`config.mk`:
```
export PLATFORM = sky130hd
export DESIGN_NAME = ipv4_line_address_parser_flat
export DESIGN_NICKNAME = d
export VERILOG_FILES = /design/src/rtl/ipv4p_pkg.sv /design/src/rtl/ipv4p_in_if.sv /design/src/rtl/ipv4p_out_if.sv /design/src/rtl/ipv4p_byte_step.sv /design/src/rtl/ipv4_line_address_parser.sv /design/src/flat_wrapper.sv
export SDC_FILE = /design/constraint.sdc
export NUM_CORES = 1
export LEC_CHECK = 0
export ABC_AREA = 1
export BUFFER_PORTS_ARGS = -buffer_cell sky130_fd_sc_hd__buf_2
export CORE_ASPECT_RATIO = 1.4
export CORE_UTILIZATION = 40
export DETAILED_ROUTE_END_ITERATION = 10
export SETUP_SLACK_MARGIN = 0.02
export SLEW_MARGIN = 20
export SYNTH_ARGS = -nofsm -noshare
export SYNTH_HDL_FRONTEND = slang
export SYNTH_SLANG_ARGS = --single-unit
export TNS_END_PERCENT = 20
```
`constraint.sdc`:
```
create_clock -name clk -period 3.4 [get_ports clk]
set_input_delay 0.17 -clock clk [delete_from_list [all_inputs] [get_ports clk]]
set_output_delay 0.17 -clock clk [all_outputs]
set_load 0.05 [all_outputs]
```
`src/rtl/ipv4p_pkg.sv`:
```
// Package with shared types and constants of the IPv4 line address parser.
`timescale 1ns / 1ps

package ipv4p_pkg;

	// Result status codes.
	typedef enum logic [1:0] {
		ST_VALID   = 2'd0,
		ST_INVALID = 2'd1,
		ST_IGNORE  = 2'd2
	} status_t;

	// Parser phase: skipping leading whitespace, then reading field one to four.
	typedef enum logic [2:0] {
		PH_SKIP = 3'd0,
		PH_F1   = 3'd1,
		PH_F2   = 3'd2,
		PH_F3   = 3'd3,
		PH_F4   = 3'd4
	} phase_t;

	// Control state that travels between the top level and the byte step logic.
	typedef struct packed {
		phase_t  phase;
		status_t held_status;
		logic    decided;
	} ctl_t;

	localparam logic [7:0]  CH_NUL    = 8'h00;
	localparam logic [7:0]  CH_SPACE  = 8'h20;
	localparam logic [7:0]  CH_DOT    = 8'h2E;
	localparam logic [30:0] FIELD_MAX = 31'h7FFF_FFFF;

endpackage

```
`src/rtl/ipv4p_in_if.sv`:
```
// Channel interface that carries one text byte item of a line.
`timescale 1ns / 1ps

interface ipv4p_in_if;
	logic       valid;
	logic       ready;
	logic [7:0] text_byte;
	logic       end_of_buffer;

	modport source (output valid, output text_byte, output end_of_buffer, input ready);
	modport sink   (input valid, input text_byte, input end_of_buffer, output ready);
endinterface

```
`src/rtl/ipv4p_out_if.sv`:
```
// Channel interface that carries one parse result item.
`timescale 1ns / 1ps

interface ipv4p_out_if;
	logic        valid;
	logic        ready;
	logic [31:0] address;
	logic [1:0]  status;

	modport source (output valid, output address, output status, input ready);
	modport sink   (input valid, input address, input status, output ready);
endinterface

```
`src/rtl/ipv4p_byte_step.sv`:
```
// Next-state logic of the parser for one byte, including the line result.
`timescale 1ns / 1ps

module ipv4p_byte_step #(
	parameter int MAX_DIGITS = 32,
	localparam int DC_W = $clog2(MAX_DIGITS + 1)
) (
	input  logic [7:0]       text_byte,
	input  logic             end_of_buffer,
	input  ipv4p_pkg::ctl_t  ctl,
	input  logic [DC_W-1:0]  digit_count,
	input  logic [30:0]      field_value,
	input  logic [31:0]      assembled,
	output ipv4p_pkg::ctl_t  ctl_nxt,
	output logic [DC_W-1:0]  digit_count_nxt,
	output logic [30:0]      field_value_nxt,
	output logic [31:0]      assembled_nxt,
	output logic             emit,
	output logic [31:0]      res_address,
	output ipv4p_pkg::status_t res_status
);

	logic               is_space;
	logic               is_digit;
	logic               is_dot;
	logic               proceed;
	ipv4p_pkg::phase_t  ph;
	logic [34:0]        times_ten;
	logic [30:0]        sat_value;
	logic [31:0]        closed;
	ipv4p_pkg::ctl_t    c_nxt;
	logic [DC_W-1:0]    dc_nxt;
	logic [30:0]        fv_nxt;
	logic [31:0]        as_nxt;

	// Character classes.
	assign is_space = (text_byte == ipv4p_pkg::CH_SPACE) ||
			(text_byte inside {[8'd9:8'd13]});
	assign is_digit = text_byte inside {[8'h30:8'h39]};
	assign is_dot   = (text_byte == ipv4p_pkg::CH_DOT);

	// Field value times ten plus the new digit, saturated.
	assign times_ten = {1'b0, field_value, 3'b000} + {3'b000, field_value, 1'b0}
			+ {31'd0, text_byte[3:0]};
	assign sat_value = (times_ten > {4'd0, ipv4p_pkg::FIELD_MAX}) ?
			ipv4p_pkg::FIELD_MAX : times_ten[30:0];

	// The finished field moved to its place in the address.
	always_comb begin
		case (ph)
			ipv4p_pkg::PH_F1: closed = assembled | {field_value[7:0], 24'd0};
			ipv4p_pkg::PH_F2: closed = assembled | {field_value[15:0], 16'd0};
			ipv4p_pkg::PH_F3: closed = assembled | {field_value[23:0], 8'd0};
			ipv4p_pkg::PH_F4: closed = assembled | {1'b0, field_value};
			default:          closed = assembled;
		endcase
	end

	// Byte handling while the line is still undecided.
	always_comb begin
		c_nxt   = ctl;
		dc_nxt  = digit_count;
		fv_nxt  = field_value;
		as_nxt  = assembled;
		proceed = 1'b0;
		ph      = ctl.phase;
		if (!ctl.decided) begin
			proceed = 1'b1;
			if (ctl.phase == ipv4p_pkg::PH_SKIP) begin
				if (is_space) begin
					proceed = 1'b0;
					if (end_of_buffer) begin
						c_nxt.held_status = ipv4p_pkg::ST_IGNORE;
						c_nxt.decided     = 1'b1;
					end
				end else if (text_byte == ipv4p_pkg::CH_NUL) begin
					proceed           = 1'b0;
					c_nxt.held_status = ipv4p_pkg::ST_IGNORE;
					c_nxt.decided     = 1'b1;
				end else begin
					ph = ipv4p_pkg::PH_F1;
				end
			end
			c_nxt.phase = ph;
			if (proceed) begin
				case (ph)
					ipv4p_pkg::PH_F1, ipv4p_pkg::PH_F2, ipv4p_pkg::PH_F3,
					ipv4p_pkg::PH_F4: begin
						if (is_digit) begin
							if (digit_count >= DC_W'(MAX_DIGITS)) begin
								c_nxt.held_status = ipv4p_pkg::ST_INVALID;
								c_nxt.decided     = 1'b1;
							end else begin
								dc_nxt = digit_count + DC_W'(1);
								fv_nxt = sat_value;
								if (end_of_buffer) begin
									c_nxt.held_status = ipv4p_pkg::ST_INVALID;
									c_nxt.decided     = 1'b1;
								end
							end
						end else if (ph != ipv4p_pkg::PH_F4 && is_dot) begin
							if (digit_count == '0 || end_of_buffer) begin
								c_nxt.held_status = ipv4p_pkg::ST_INVALID;
								c_nxt.decided     = 1'b1;
							end else begin
								as_nxt = closed;
								dc_nxt = '0;
								fv_nxt = '0;
								case (ph)
									ipv4p_pkg::PH_F1: c_nxt.phase = ipv4p_pkg::PH_F2;
									ipv4p_pkg::PH_F2: c_nxt.phase = ipv4p_pkg::PH_F3;
									default:          c_nxt.phase = ipv4p_pkg::PH_F4;
								endcase
							end
						end else if (ph == ipv4p_pkg::PH_F4 &&
								(is_space || text_byte == ipv4p_pkg::CH_NUL)) begin
							c_nxt.decided = 1'b1;
							if (digit_count == '0) begin
								c_nxt.held_status = ipv4p_pkg::ST_INVALID;
							end else begin
								as_nxt            = closed;
								c_nxt.held_status = ipv4p_pkg::ST_VALID;
							end
						end else begin
							c_nxt.held_status = ipv4p_pkg::ST_INVALID;
							c_nxt.decided     = 1'b1;
						end
					end
					default: begin
						c_nxt.held_status = ipv4p_pkg::ST_INVALID;
						c_nxt.decided     = 1'b1;
					end
				endcase
			end
		end
	end

	// Result on the last byte of the buffer, then back to the reset state.
	always_comb begin
		emit            = end_of_buffer;
		res_status      = c_nxt.decided ? c_nxt.held_status : ipv4p_pkg::ST_INVALID;
		res_address     = (res_status == ipv4p_pkg::ST_VALID) ? as_nxt : 32'd0;
		ctl_nxt         = c_nxt;
		digit_count_nxt = dc_nxt;
		field_value_nxt = fv_nxt;
		assembled_nxt   = as_nxt;
		if (end_of_buffer) begin
			ctl_nxt.phase       = ipv4p_pkg::PH_SKIP;
			ctl_nxt.held_status = ipv4p_pkg::ST_VALID;
			ctl_nxt.decided     = 1'b0;
			digit_count_nxt     = '0;
			field_value_nxt     = '0;
			assembled_nxt       = '0;
		end
	end

endmodule

```
`src/rtl/ipv4_line_address_parser.sv`:
```
// Top level of the streaming IPv4 dotted-decimal line address parser.
// Usage:
//   The line channel takes one text byte item per cycle while no last byte
//   waits; end_of_buffer marks the last byte of a line. The result channel
//   gives exactly one item per line: the 32-bit address (zero unless status
//   is valid) and the status (valid, invalid or ignored blank line).
//   A byte item is taken into an input register, parsed by short logic that
//   updates the line state, and the line result lands in an output register.
//   Throughput is one byte item per cycle while no last byte waits for the
//   output register; the field value is updated by a single multiply-by-ten
//   and saturation compare.
//   When the receiver stalls, the result stays in the output register; bytes
//   that produce no result keep flowing, and only a last byte waits in the
//   input register until the output register frees up.
//   Reset clears both registers' valid flags and returns the parser to the
//   start of a line.
`timescale 1ns / 1ps

module ipv4_line_address_parser #(
	parameter int MAX_DIGITS = 32
) (
	input  logic                clk,
	input  logic                arst_n,
	ipv4p_in_if.sink            line,
	ipv4p_out_if.source         result
);

	localparam int DC_W = $clog2(MAX_DIGITS + 1);

	logic                valid_s1;
	logic [7:0]          byte_s1;
	logic                eob_s1;
	logic                adv_s1;
	logic                out_free;

	ipv4p_pkg::ctl_t     ctl_q;
	logic [DC_W-1:0]     digit_count_q;
	logic [30:0]         field_value_q;
	logic [31:0]         assembled_q;

	ipv4p_pkg::ctl_t     ctl_nxt;
	logic [DC_W-1:0]     digit_count_nxt;
	logic [30:0]         field_value_nxt;
	logic [31:0]         assembled_nxt;
	logic                emit;
	logic [31:0]         res_address;
	ipv4p_pkg::status_t  res_status;

	logic                out_valid_q;
	logic [31:0]         address_q;
	ipv4p_pkg::status_t  status_q;

	// Handshake: the input register moves on unless it holds a last byte
	// while the output register is still occupied.
	assign out_free   = !out_valid_q || result.ready;
	assign adv_s1     = valid_s1 && (!eob_s1 || out_free);
	assign line.ready = !valid_s1 || adv_s1;

	// Input register.
	always_ff @(posedge clk or negedge arst_n) begin
		if (!arst_n) begin
			valid_s1 <= 1'b0;
		end else if (line.ready) begin
			valid_s1 <= line.valid;
		end
	end

	always_ff @(posedge clk) begin
		if (line.ready && line.valid) begin
			byte_s1 <= line.text_byte;
			eob_s1  <= line.end_of_buffer;
		end
	end

	// Per-byte parse logic.
	ipv4p_byte_step #(
		.MAX_DIGITS (MAX_DIGITS)
	) u_step (
		.text_byte       (byte_s1),
		.end_of_buffer   (eob_s1),
		.ctl             (ctl_q),
		.digit_count     (digit_count_q),
		.field_value     (field_value_q),
		.assembled       (assembled_q),
		.ctl_nxt         (ctl_nxt),
		.digit_count_nxt (digit_count_nxt),
		.field_value_nxt (field_value_nxt),
		.assembled_nxt   (assembled_nxt),
		.emit            (emit),
		.res_address     (res_address),
		.res_status      (res_status)
	);

	// Line state registers.
	always_ff @(posedge clk or negedge arst_n) begin
		if (!arst_n) begin
			ctl_q         <= '{phase: ipv4p_pkg::PH_SKIP,
					held_status: ipv4p_pkg::ST_VALID, decided: 1'b0};
			digit_count_q <= '0;
			field_value_q <= '0;
			assembled_q   <= '0;
		end else if (adv_s1) begin
			ctl_q         <= ctl_nxt;
			digit_count_q <= digit_count_nxt;
			field_value_q <= field_value_nxt;
			assembled_q   <= assembled_nxt;
		end
	end

	// Output register.
	always_ff @(posedge clk or negedge arst_n) begin
		if (!arst_n) begin
			out_valid_q <= 1'b0;
		end else if (out_free) begin
			out_valid_q <= adv_s1 && emit;
		end
	end

	always_ff @(posedge clk) begin
		if (adv_s1 && emit) begin
			address_q <= res_address;
			status_q  <= res_status;
		end
	end

	assign result.valid   = out_valid_q;
	assign result.address = address_q;
	assign result.status  = status_q;

`ifndef ASSERT_OFF
	// A result that is not valid carries a zero address.
	a_zero_addr: assert property (@(posedge clk) disable iff (!arst_n)
		(out_valid_q && status_q != ipv4p_pkg::ST_VALID) |-> address_q == 32'd0)
		else $error("non-valid result with nonzero address");

	// A new result only appears after a last byte left the input register.
	a_result_src: assert property (@(posedge clk) disable iff (!arst_n)
		$rose(out_valid_q) |-> $past(adv_s1 && eob_s1))
		else $error("result without a last byte");

	// The parser is back at the start of a line after each result.
	a_line_reset: assert property (@(posedge clk) disable iff (!arst_n)
		(adv_s1 && eob_s1) |=> (ctl_q.phase == ipv4p_pkg::PH_SKIP && !ctl_q.decided
			&& digit_count_q == '0))
		else $error("line state not cleared after result");

	// The digit counter never passes its limit.
	a_digit_limit: assert property (@(posedge clk) disable iff (!arst_n)
		digit_count_q <= DC_W'(MAX_DIGITS))
		else $error("digit count beyond limit");
`endif

endmodule

```
`src/flat_wrapper.sv`:
```
// flat-port wrapper written by rule: the top's interface ports become plain ports
module ipv4_line_address_parser_flat 
#(
	parameter int MAX_DIGITS = 32
)
  (clk, arst_n, line_valid, line_text_byte, line_end_of_buffer, line_ready, result_valid, result_address, result_status, result_ready);
  ipv4p_in_if line_i ();
  ipv4p_out_if result_i ();
  input  logic clk;
  input  logic arst_n;
  input wire logic [$bits(line_i.valid)-1:0] line_valid;
  input wire logic [$bits(line_i.text_byte)-1:0] line_text_byte;
  input wire logic [$bits(line_i.end_of_buffer)-1:0] line_end_of_buffer;
  output wire logic [$bits(line_i.ready)-1:0] line_ready;
  output wire logic [$bits(result_i.valid)-1:0] result_valid;
  output wire logic [$bits(result_i.address)-1:0] result_address;
  output wire logic [$bits(result_i.status)-1:0] result_status;
  input wire logic [$bits(result_i.ready)-1:0] result_ready;
  assign line_i.valid = line_valid;
  assign line_i.text_byte = line_text_byte;
  assign line_i.end_of_buffer = line_end_of_buffer;
  assign line_ready = line_i.ready;
  assign result_valid = result_i.valid;
  assign result_address = result_i.address;
  assign result_status = result_i.status;
  assign result_i.ready = result_ready;
  ipv4_line_address_parser #(.MAX_DIGITS(MAX_DIGITS)) u_core (.clk(clk), .arst_n(arst_n), .line(line_i), .result(result_i));
endmodule
```
* Word-level counts from Yosys, hierarchy flattened
Index checks and enable logic that the tools add are counted.
** Word-level totals
- Word-level logic and storage cells :: 122
- Flip-flop bits (word level) :: 120
- Input port bits :: 13
- Output and inout port bits :: 36
** Operators by class
- Reductions and logical operators :: 26
- Bitwise logic cells :: 4
- $add $sub $neg :: 3
- Magnitude comparators :: 6
- Muxes and demuxes :: 57
- Equality and inequality tests :: 14
** Operator list (number)
- $mux W32 :: 9
- $mux W31 :: 9
- $pmux W32 S4 :: 1
- $or A32 B32 Y32 :: 3
- $mux W6 :: 11
- $mux W3 :: 19
- $add A34 B32 Y35 :: 1
- $add A35 B4 Y35 :: 1
- $gt A35 B31 Y1 const B :: 1
- $or A32 B31 Y32 :: 1
- $eq A8 B6 Y1 const B :: 2
- $eq A3 B2 Y1 const B :: 4
- $ge A8 B4 Y1 const B :: 1
- $ge A8 B6 Y1 const B :: 1
- $le A8 B4 Y1 const B :: 1
- $le A8 B6 Y1 const B :: 1
- $logic_not A8 Y1 :: 1
- $logic_and A1 B1 Y1 :: 7
- $reduce_and A7 Y1 :: 1
- $add A6 B1 Y6 const B :: 1
- $eq A3 B1 Y1 const B :: 2
- $eq A3 B3 Y1 const B :: 2
- $ge A6 B6 Y1 const B :: 1
- $logic_not A6 Y1 :: 1
- 14 further kinds :: 28

* Logic depth before layout (Yosys ltp)
- Word-level depth :: 17
- Depth in mapped cells :: 19
- Depth with buffers taken out :: 18

* By module
Synthesis repeated with hierarchy kept, for this count alone.
** Second synthesis, totals
- Cell total of the unflattened synthesis :: 1714
- Area total of the unflattened synthesis :: 10745.3 um2
** By module, submodules not included
- ipv4p_byte_step :: cells an instance 1333, sequential area each 0.0 um2, area each 6403.6 um2, times used 1
- ipv4_line_address_parser :: cells an instance 381, sequential area each 3218.1 um2, area each 4341.7 um2, times used 1

* Least setup slack after synthesis
No wires, ideal clock.
- Path type :: register to register
- Start :: register u_core.field_value_q[0]
- End :: register u_core.field_value_q[10]
- Period minus slack after synthesis :: 2661 ps
- Stages on the path, launching flop included :: 20
- Slack :: 739 ps
- Arrival :: 2545 ps
- Library setup time :: 117 ps
- Path buffers :: 1
- Required time :: 3283 ps
- Path through :: dfrtp_1 -> inv_1 -> fa_1 -> inv_1 -> ha_1 -> nand3_1 -> nand2_1 -> nand2_1 -> nand3_1 -> nand2_1 -> nand2_1 -> nand2_1 -> nand2_1 -> nand2_1 -> nand2_1 -> nor2_2 -> buf_2 -> nand3_1 -> nand2_1 -> nand2_1
** Between the ends
- Cells in the longest elaborated chain, start to end :: 10
** Ends and longest elaborated chain
- start: declaration :: RTL line ipv4_line_address_parser.sv:38 : logic [30:0] field_value_q;
- start signal: assignment :: RTL line ipv4_line_address_parser.sv:105 : field_value_q <= field_value_nxt;
- $add A34 B32 Y35 (*) :: RTL line ipv4p_byte_step.sv:43 : assign times_ten = {1'b0, field_value, 3'b000} + {3'b000, field_value, 1'b0}
- $add A35 B4 Y35 (*) :: RTL line ipv4p_byte_step.sv:44 : + {31'd0, text_byte[3:0]};
- $gt A35 B31 Y1 :: RTL line ipv4p_byte_step.sv:45 : assign sat_value = (times_ten > {4'd0, ipv4p_pkg::FIELD_MAX}) ?
- $mux W31 (*) :: RTL line ipv4p_byte_step.sv:45
- $mux W31 (*) :: RTL line ipv4p_byte_step.sv:90 : if (digit_count >= DC_W'(MAX_DIGITS)) begin
- $mux W31 (*) :: RTL line ipv4p_byte_step.sv:89 : if (is_digit) begin
- $mux W31 (*) :: RTL line ipv4p_byte_step.sv:86 : case (ph)
- $mux W31 (*) :: RTL line ipv4p_byte_step.sv:85 : if (proceed) begin
- $mux W31 (*) :: RTL line ipv4p_byte_step.sv:67 : if (!ctl.decided) begin
- $mux W31 (*) :: RTL line ipv4p_byte_step.sv:147 : if (end_of_buffer) begin
Every way passes the cells marked *; elsewhere a longest branch is shown, timed or not. The select of a mux whose other input is x is not followed.
A chain may end at the register's enable or synchronous reset.

* Final worst setup path
- Start :: register u_core.byte_s1[3]
- End :: register u_core.field_value_q[0]
** Between the ends
- Cells in the longest elaborated chain, start to end :: 10
- Elaborated cells on any way between the ends :: 40
- Classes of those cells :: add/sub: 1; order compare: 5; eq/ne: 9; mux: 15; reduce/logical: 10
** Ends and longest elaborated chain
- start: declaration :: RTL line ipv4_line_address_parser.sv:31 : logic [7:0] byte_s1;
- start signal: assignment :: RTL line ipv4_line_address_parser.sv:70 : byte_s1 <= line.text_byte;
- branches (longest 10 deep; another with $add A35 B4 Y35)
Parallel ways; which one is timed is not known. The select of a mux whose other input is x is not followed.

==> metrics.txt <==
Post-DP HPWL roughly 20 mm; Adder-Cell Fraction of Synth Area 0.0950; setup violators final 0; final worst setup slack 0.330 ns; post-synthesis mux area share 0; final hold vios 0; worst slew pin tran 0.761 ns; Vias 8251; Clock Tree Root clkbuf_16; share of cells above drive strength 1 0.134; Post-Synth XOR/XNOR Area 0.0191; Total Routing Usage GR 0.239; largest family of logic cells by synthesized area simple AND/OR/NAND/NOR gates; CTS H-tree lvls 4; vias per cell ~5.2; Tmin final 3.07 ns; clock buffer depth 2; startpoint types flip-flop; flop and latch count out of synthesis 120; Min-Delay Path Depth 4; Post-Place Worst Slack 0.0226 ns; Routed Wire Length 25.7 mm; CTS Buf Count 17; crit path kind reg2reg; hold_sp result_ready; Compound-Gate Fraction of Synth Area 0.130; RSZ-0062 raised after global routing no; Main synth FF type dfrtp_1; CP max FO 31; Nets 1381; Die H 177 microns; hold crit path type in2reg; Net Count, Synth ~1300; post-synth cell types 47; reg-to-reg startpoint u_core.byte_s1[3]; antenna violations before repair 0; Port-buffer cells 48; FILL cells 2145; Data arrival, critical path 3.38 ns; diodes inserted 0; worst vdd ir 0.338 mV; Worst setup EP type flip-flop; Core Rows 63; Mapped Area 8720 sq um; gate count after technology mapping 1202; post-synthesis sequential area ratio 0.369; RR Endpoint u_core.field_value_q[0]; Min Hold Slack 0.0120 ns; Max-slew headroom 0.493; vias in the first global route 8154; Required @ worst endpoint 3.71 ns; final cycle utilization of the critical path 0.903; multi-input logic area 4820 sq um; r2r setup slk 0.33 ns; status complete, no violations; largest net degree at the start of global routing 78; core box area 21300 sq um; CTS tree built; initial cell density of the core 0.410; Hold EP u_core.result.valid; Ports between 40 and 50; global-route wire length before repair 41.3 mm; Die X 127 microns; Post-CTS Setup Bufs 0; final setup skew between 0.01 and 0.015 ns; CTS Sinks 120; GR Overflow Total 0; FF+latch area about 3200 sq um; fmax 0.326 GHz; Die ar. 22400 sq um; ANT nets after route 0; CTS clk-pin slew, worst paths 0.06 ns; yosys warns 0; asr flop ratio synth 0.642; Reg2Reg Depth 19; DR iter-0 viols between 600 and 700; number of flops mapped to enable cells by yosys 43; Synth Area per Inst 7.26 sq um; Placer Congestion 0.964; DRC 0; LEAKAGE ~5.3 nW; synthesis-to-layout area growth 17.0%; later-pin clock latency in the skew report 0.43 ns; Post-Synth Simple-Gate Area 0.308; First-pass DRT Iterations 5; WL/cell 16.3 microns; max-slew violation count 0; max-cap viol count 0; total negative slack 0 ns; power per cell area between 300 and 400 nW/um^2
## layout make-up
class | instances | area share
Clock buffer | 17 | 0.0417
Clock inverter | 15 | 0.0101
Inverter | 140 | 0.0520
Multi-Input combinational cell | 912 | 0.472
Sequential cell | 120 | 0.315
Tap cell | 260 | 0.0319
Timing Repair Buffer | 112 | 0.0764
## where the power goes
group	total (mW)	leakage, nW	internal (mW)	switching, mW
Clock	1.62	0.255	0.927	0.695
Sequential	1.56	1.48	1.54	0.0263
Combinational	0.372	3.60	0.0825	0.289
Total	3.56	5.34	2.55	1.01
## placed cells by master, fill, tap and decap left out, types with 5 or more instances in the layout
| cell type | netlist | final |
|---|---|---|
| edfxtp_1 | 43 | 43 |
| buf_4 | 2 | 51 |
| o21ai_0 | 71 | 71 |
| clkbuf_16 | 0 | 17 |
| ha_1 | 63 | 63 |
| nor2_1 | 112 | 112 |
| a31oi_1 | 6 | 6 |
| xnor2_1 | 15 | 15 |
| o221ai_1 | 7 | 7 |
| nand3_1 | 71 | 71 |
| nor2_2 | 27 | 27 |
| buf_2 | 14 | 47 |
| nand4_1 | 13 | 13 |
| o21bai_1 | 9 | 9 |
| nand2_4 | 5 | 5 |
| dlygate4sd3_1 | 0 | 11 |
| dfrtp_1 | 77 | 77 |
| inv_1 | 136 | 136 |
| a22oi_1 | 7 | 7 |
| nor3_1 | 5 | 5 |
| a21oi_1 | 68 | 68 |
| o211ai_1 | 11 | 11 |
| nand2_1 | 381 | 381 |
## cell usage after synthesis, types with 3 or more instances
library cell | instances | area (sq um)
nand2_1 | 381 | 1430
inv_1 | 136 | 510
nor2_1 | 112 | 420
dfrtp_1 | 77 | 1930
nand3_1 | 71 | 355
o21ai_0 | 71 | 355
a21oi_1 | 68 | 340
ha_1 | 63 | 788
edfxtp_1 | 43 | 1290
nor2_2 | 27 | 169
xnor2_1 | 15 | 131
buf_2 | 14 | 70.1
nand4_1 | 13 | 81.3
o211ai_1 | 11 | 82.6
clkbuf_1 | 10 | 37.5
o21bai_1 | 9 | 67.6
a22oi_1 | 7 | 52.6
o221ai_1 | 7 | 61.3
a31oi_1 | 6 | 37.5
nand2_4 | 5 | 56.3
nor3_1 | 5 | 25.0
and3_1 | 4 | 25.0
nand2_2 | 4 | 25.0
xor2_1 | 4 | 35.0
a21o_1 | 3 | 22.5
buf_6 | 3 | 33.8
## flip-flops by register name, summed over array words and instances (netlist names)
register               count
u_core.eob_s1              1
u_core.result.address     32
u_core.digit_count_q       6
u_core.valid_s1            1
u_core.result.status       2
u_core.field_value_q      31
u_core.result.valid        1
u_core.assembled_q        32
u_core.ctl_q               6
u_core.byte_s1             8
## per-layer routing
layer	GRT usage	up-vias	share of wire
met5	0	-	0
met1	0.264	3837	0.41
met2	0.440	189	0.51
met4	0.141	0	0.053
met3	0.0260	64	0.028
li1	-	4161	-
## stage by stage
stage	power, mW	instance area, sq um	instances	utilization
6_report	3.56	10200	1576	0.479
5_1_grt	3.67	10200	1576	0.479
4_1_cts	3.59	10200	1575	0.479
3_5_place_dp	1.96	9550	1532	0.449
3_3_place_gp	1.96	9550	1532	0.449
2_1_floorplan	1.86	8720	1202	-
## how the worst max path moves through the flow
stage	endpoint	cells past startpoint	start	slack [ns]
2_1_floorplan	u_core.field_value_q[10]	19	u_core.field_value_q[0]	0.74
3_3_place_gp	u_core.field_value_q[30]	19	u_core.byte_s1[3]	0.06
3_5_place_dp	u_core.field_value_q[8]	19	u_core.byte_s1[3]	0.02
4_1_cts	u_core.field_value_q[26]	19	u_core.byte_s1[3]	0.02
5_1_grt	u_core.field_value_q[5]	19	u_core.byte_s1[3]	0.04
6_report	u_core.field_value_q[0]	19	u_core.byte_s1[3]	0.33
## kinds of logic (layout without fill, tap and decap cells)
kind of cell / count (synthesis) / after routing
compound gates: 196 / 196
xor+xnor: 19 / 19
fa+ha+maj: 65 / 65
buf+inv: 171 / 284
simple gates: 631 / 632
flops: 120 / 120
## repair_timing
item / CTS / global route
hold buffers: 11 / 0
endpoints found under the hold margin: 87 / 0
gates resized for setup: 0 / 1
endpoints found under the setup margin: 0 / 31
## critical path, cell delays in order (launching register included)
cell and delay, ns:
edfxtp_1 0.37, inv_1 0.11, fa_1 0.55, inv_1 0.06
ha_1 0.28, nand3_1 0.08, nand2_1 0.09, nand2_1 0.08
nand3_1 0.14, nand2_1 0.10, nand2_1 0.14, nand2_1 0.14
nand2_1 0.06, nand2_1 0.06, nand2_1 0.06, nor2_2 0.16
buf_12 0.21, nand3_1 0.09, nand2_1 0.09, nand2_1 0.06
No activity file was read; power rests on OpenSTA's default activity.
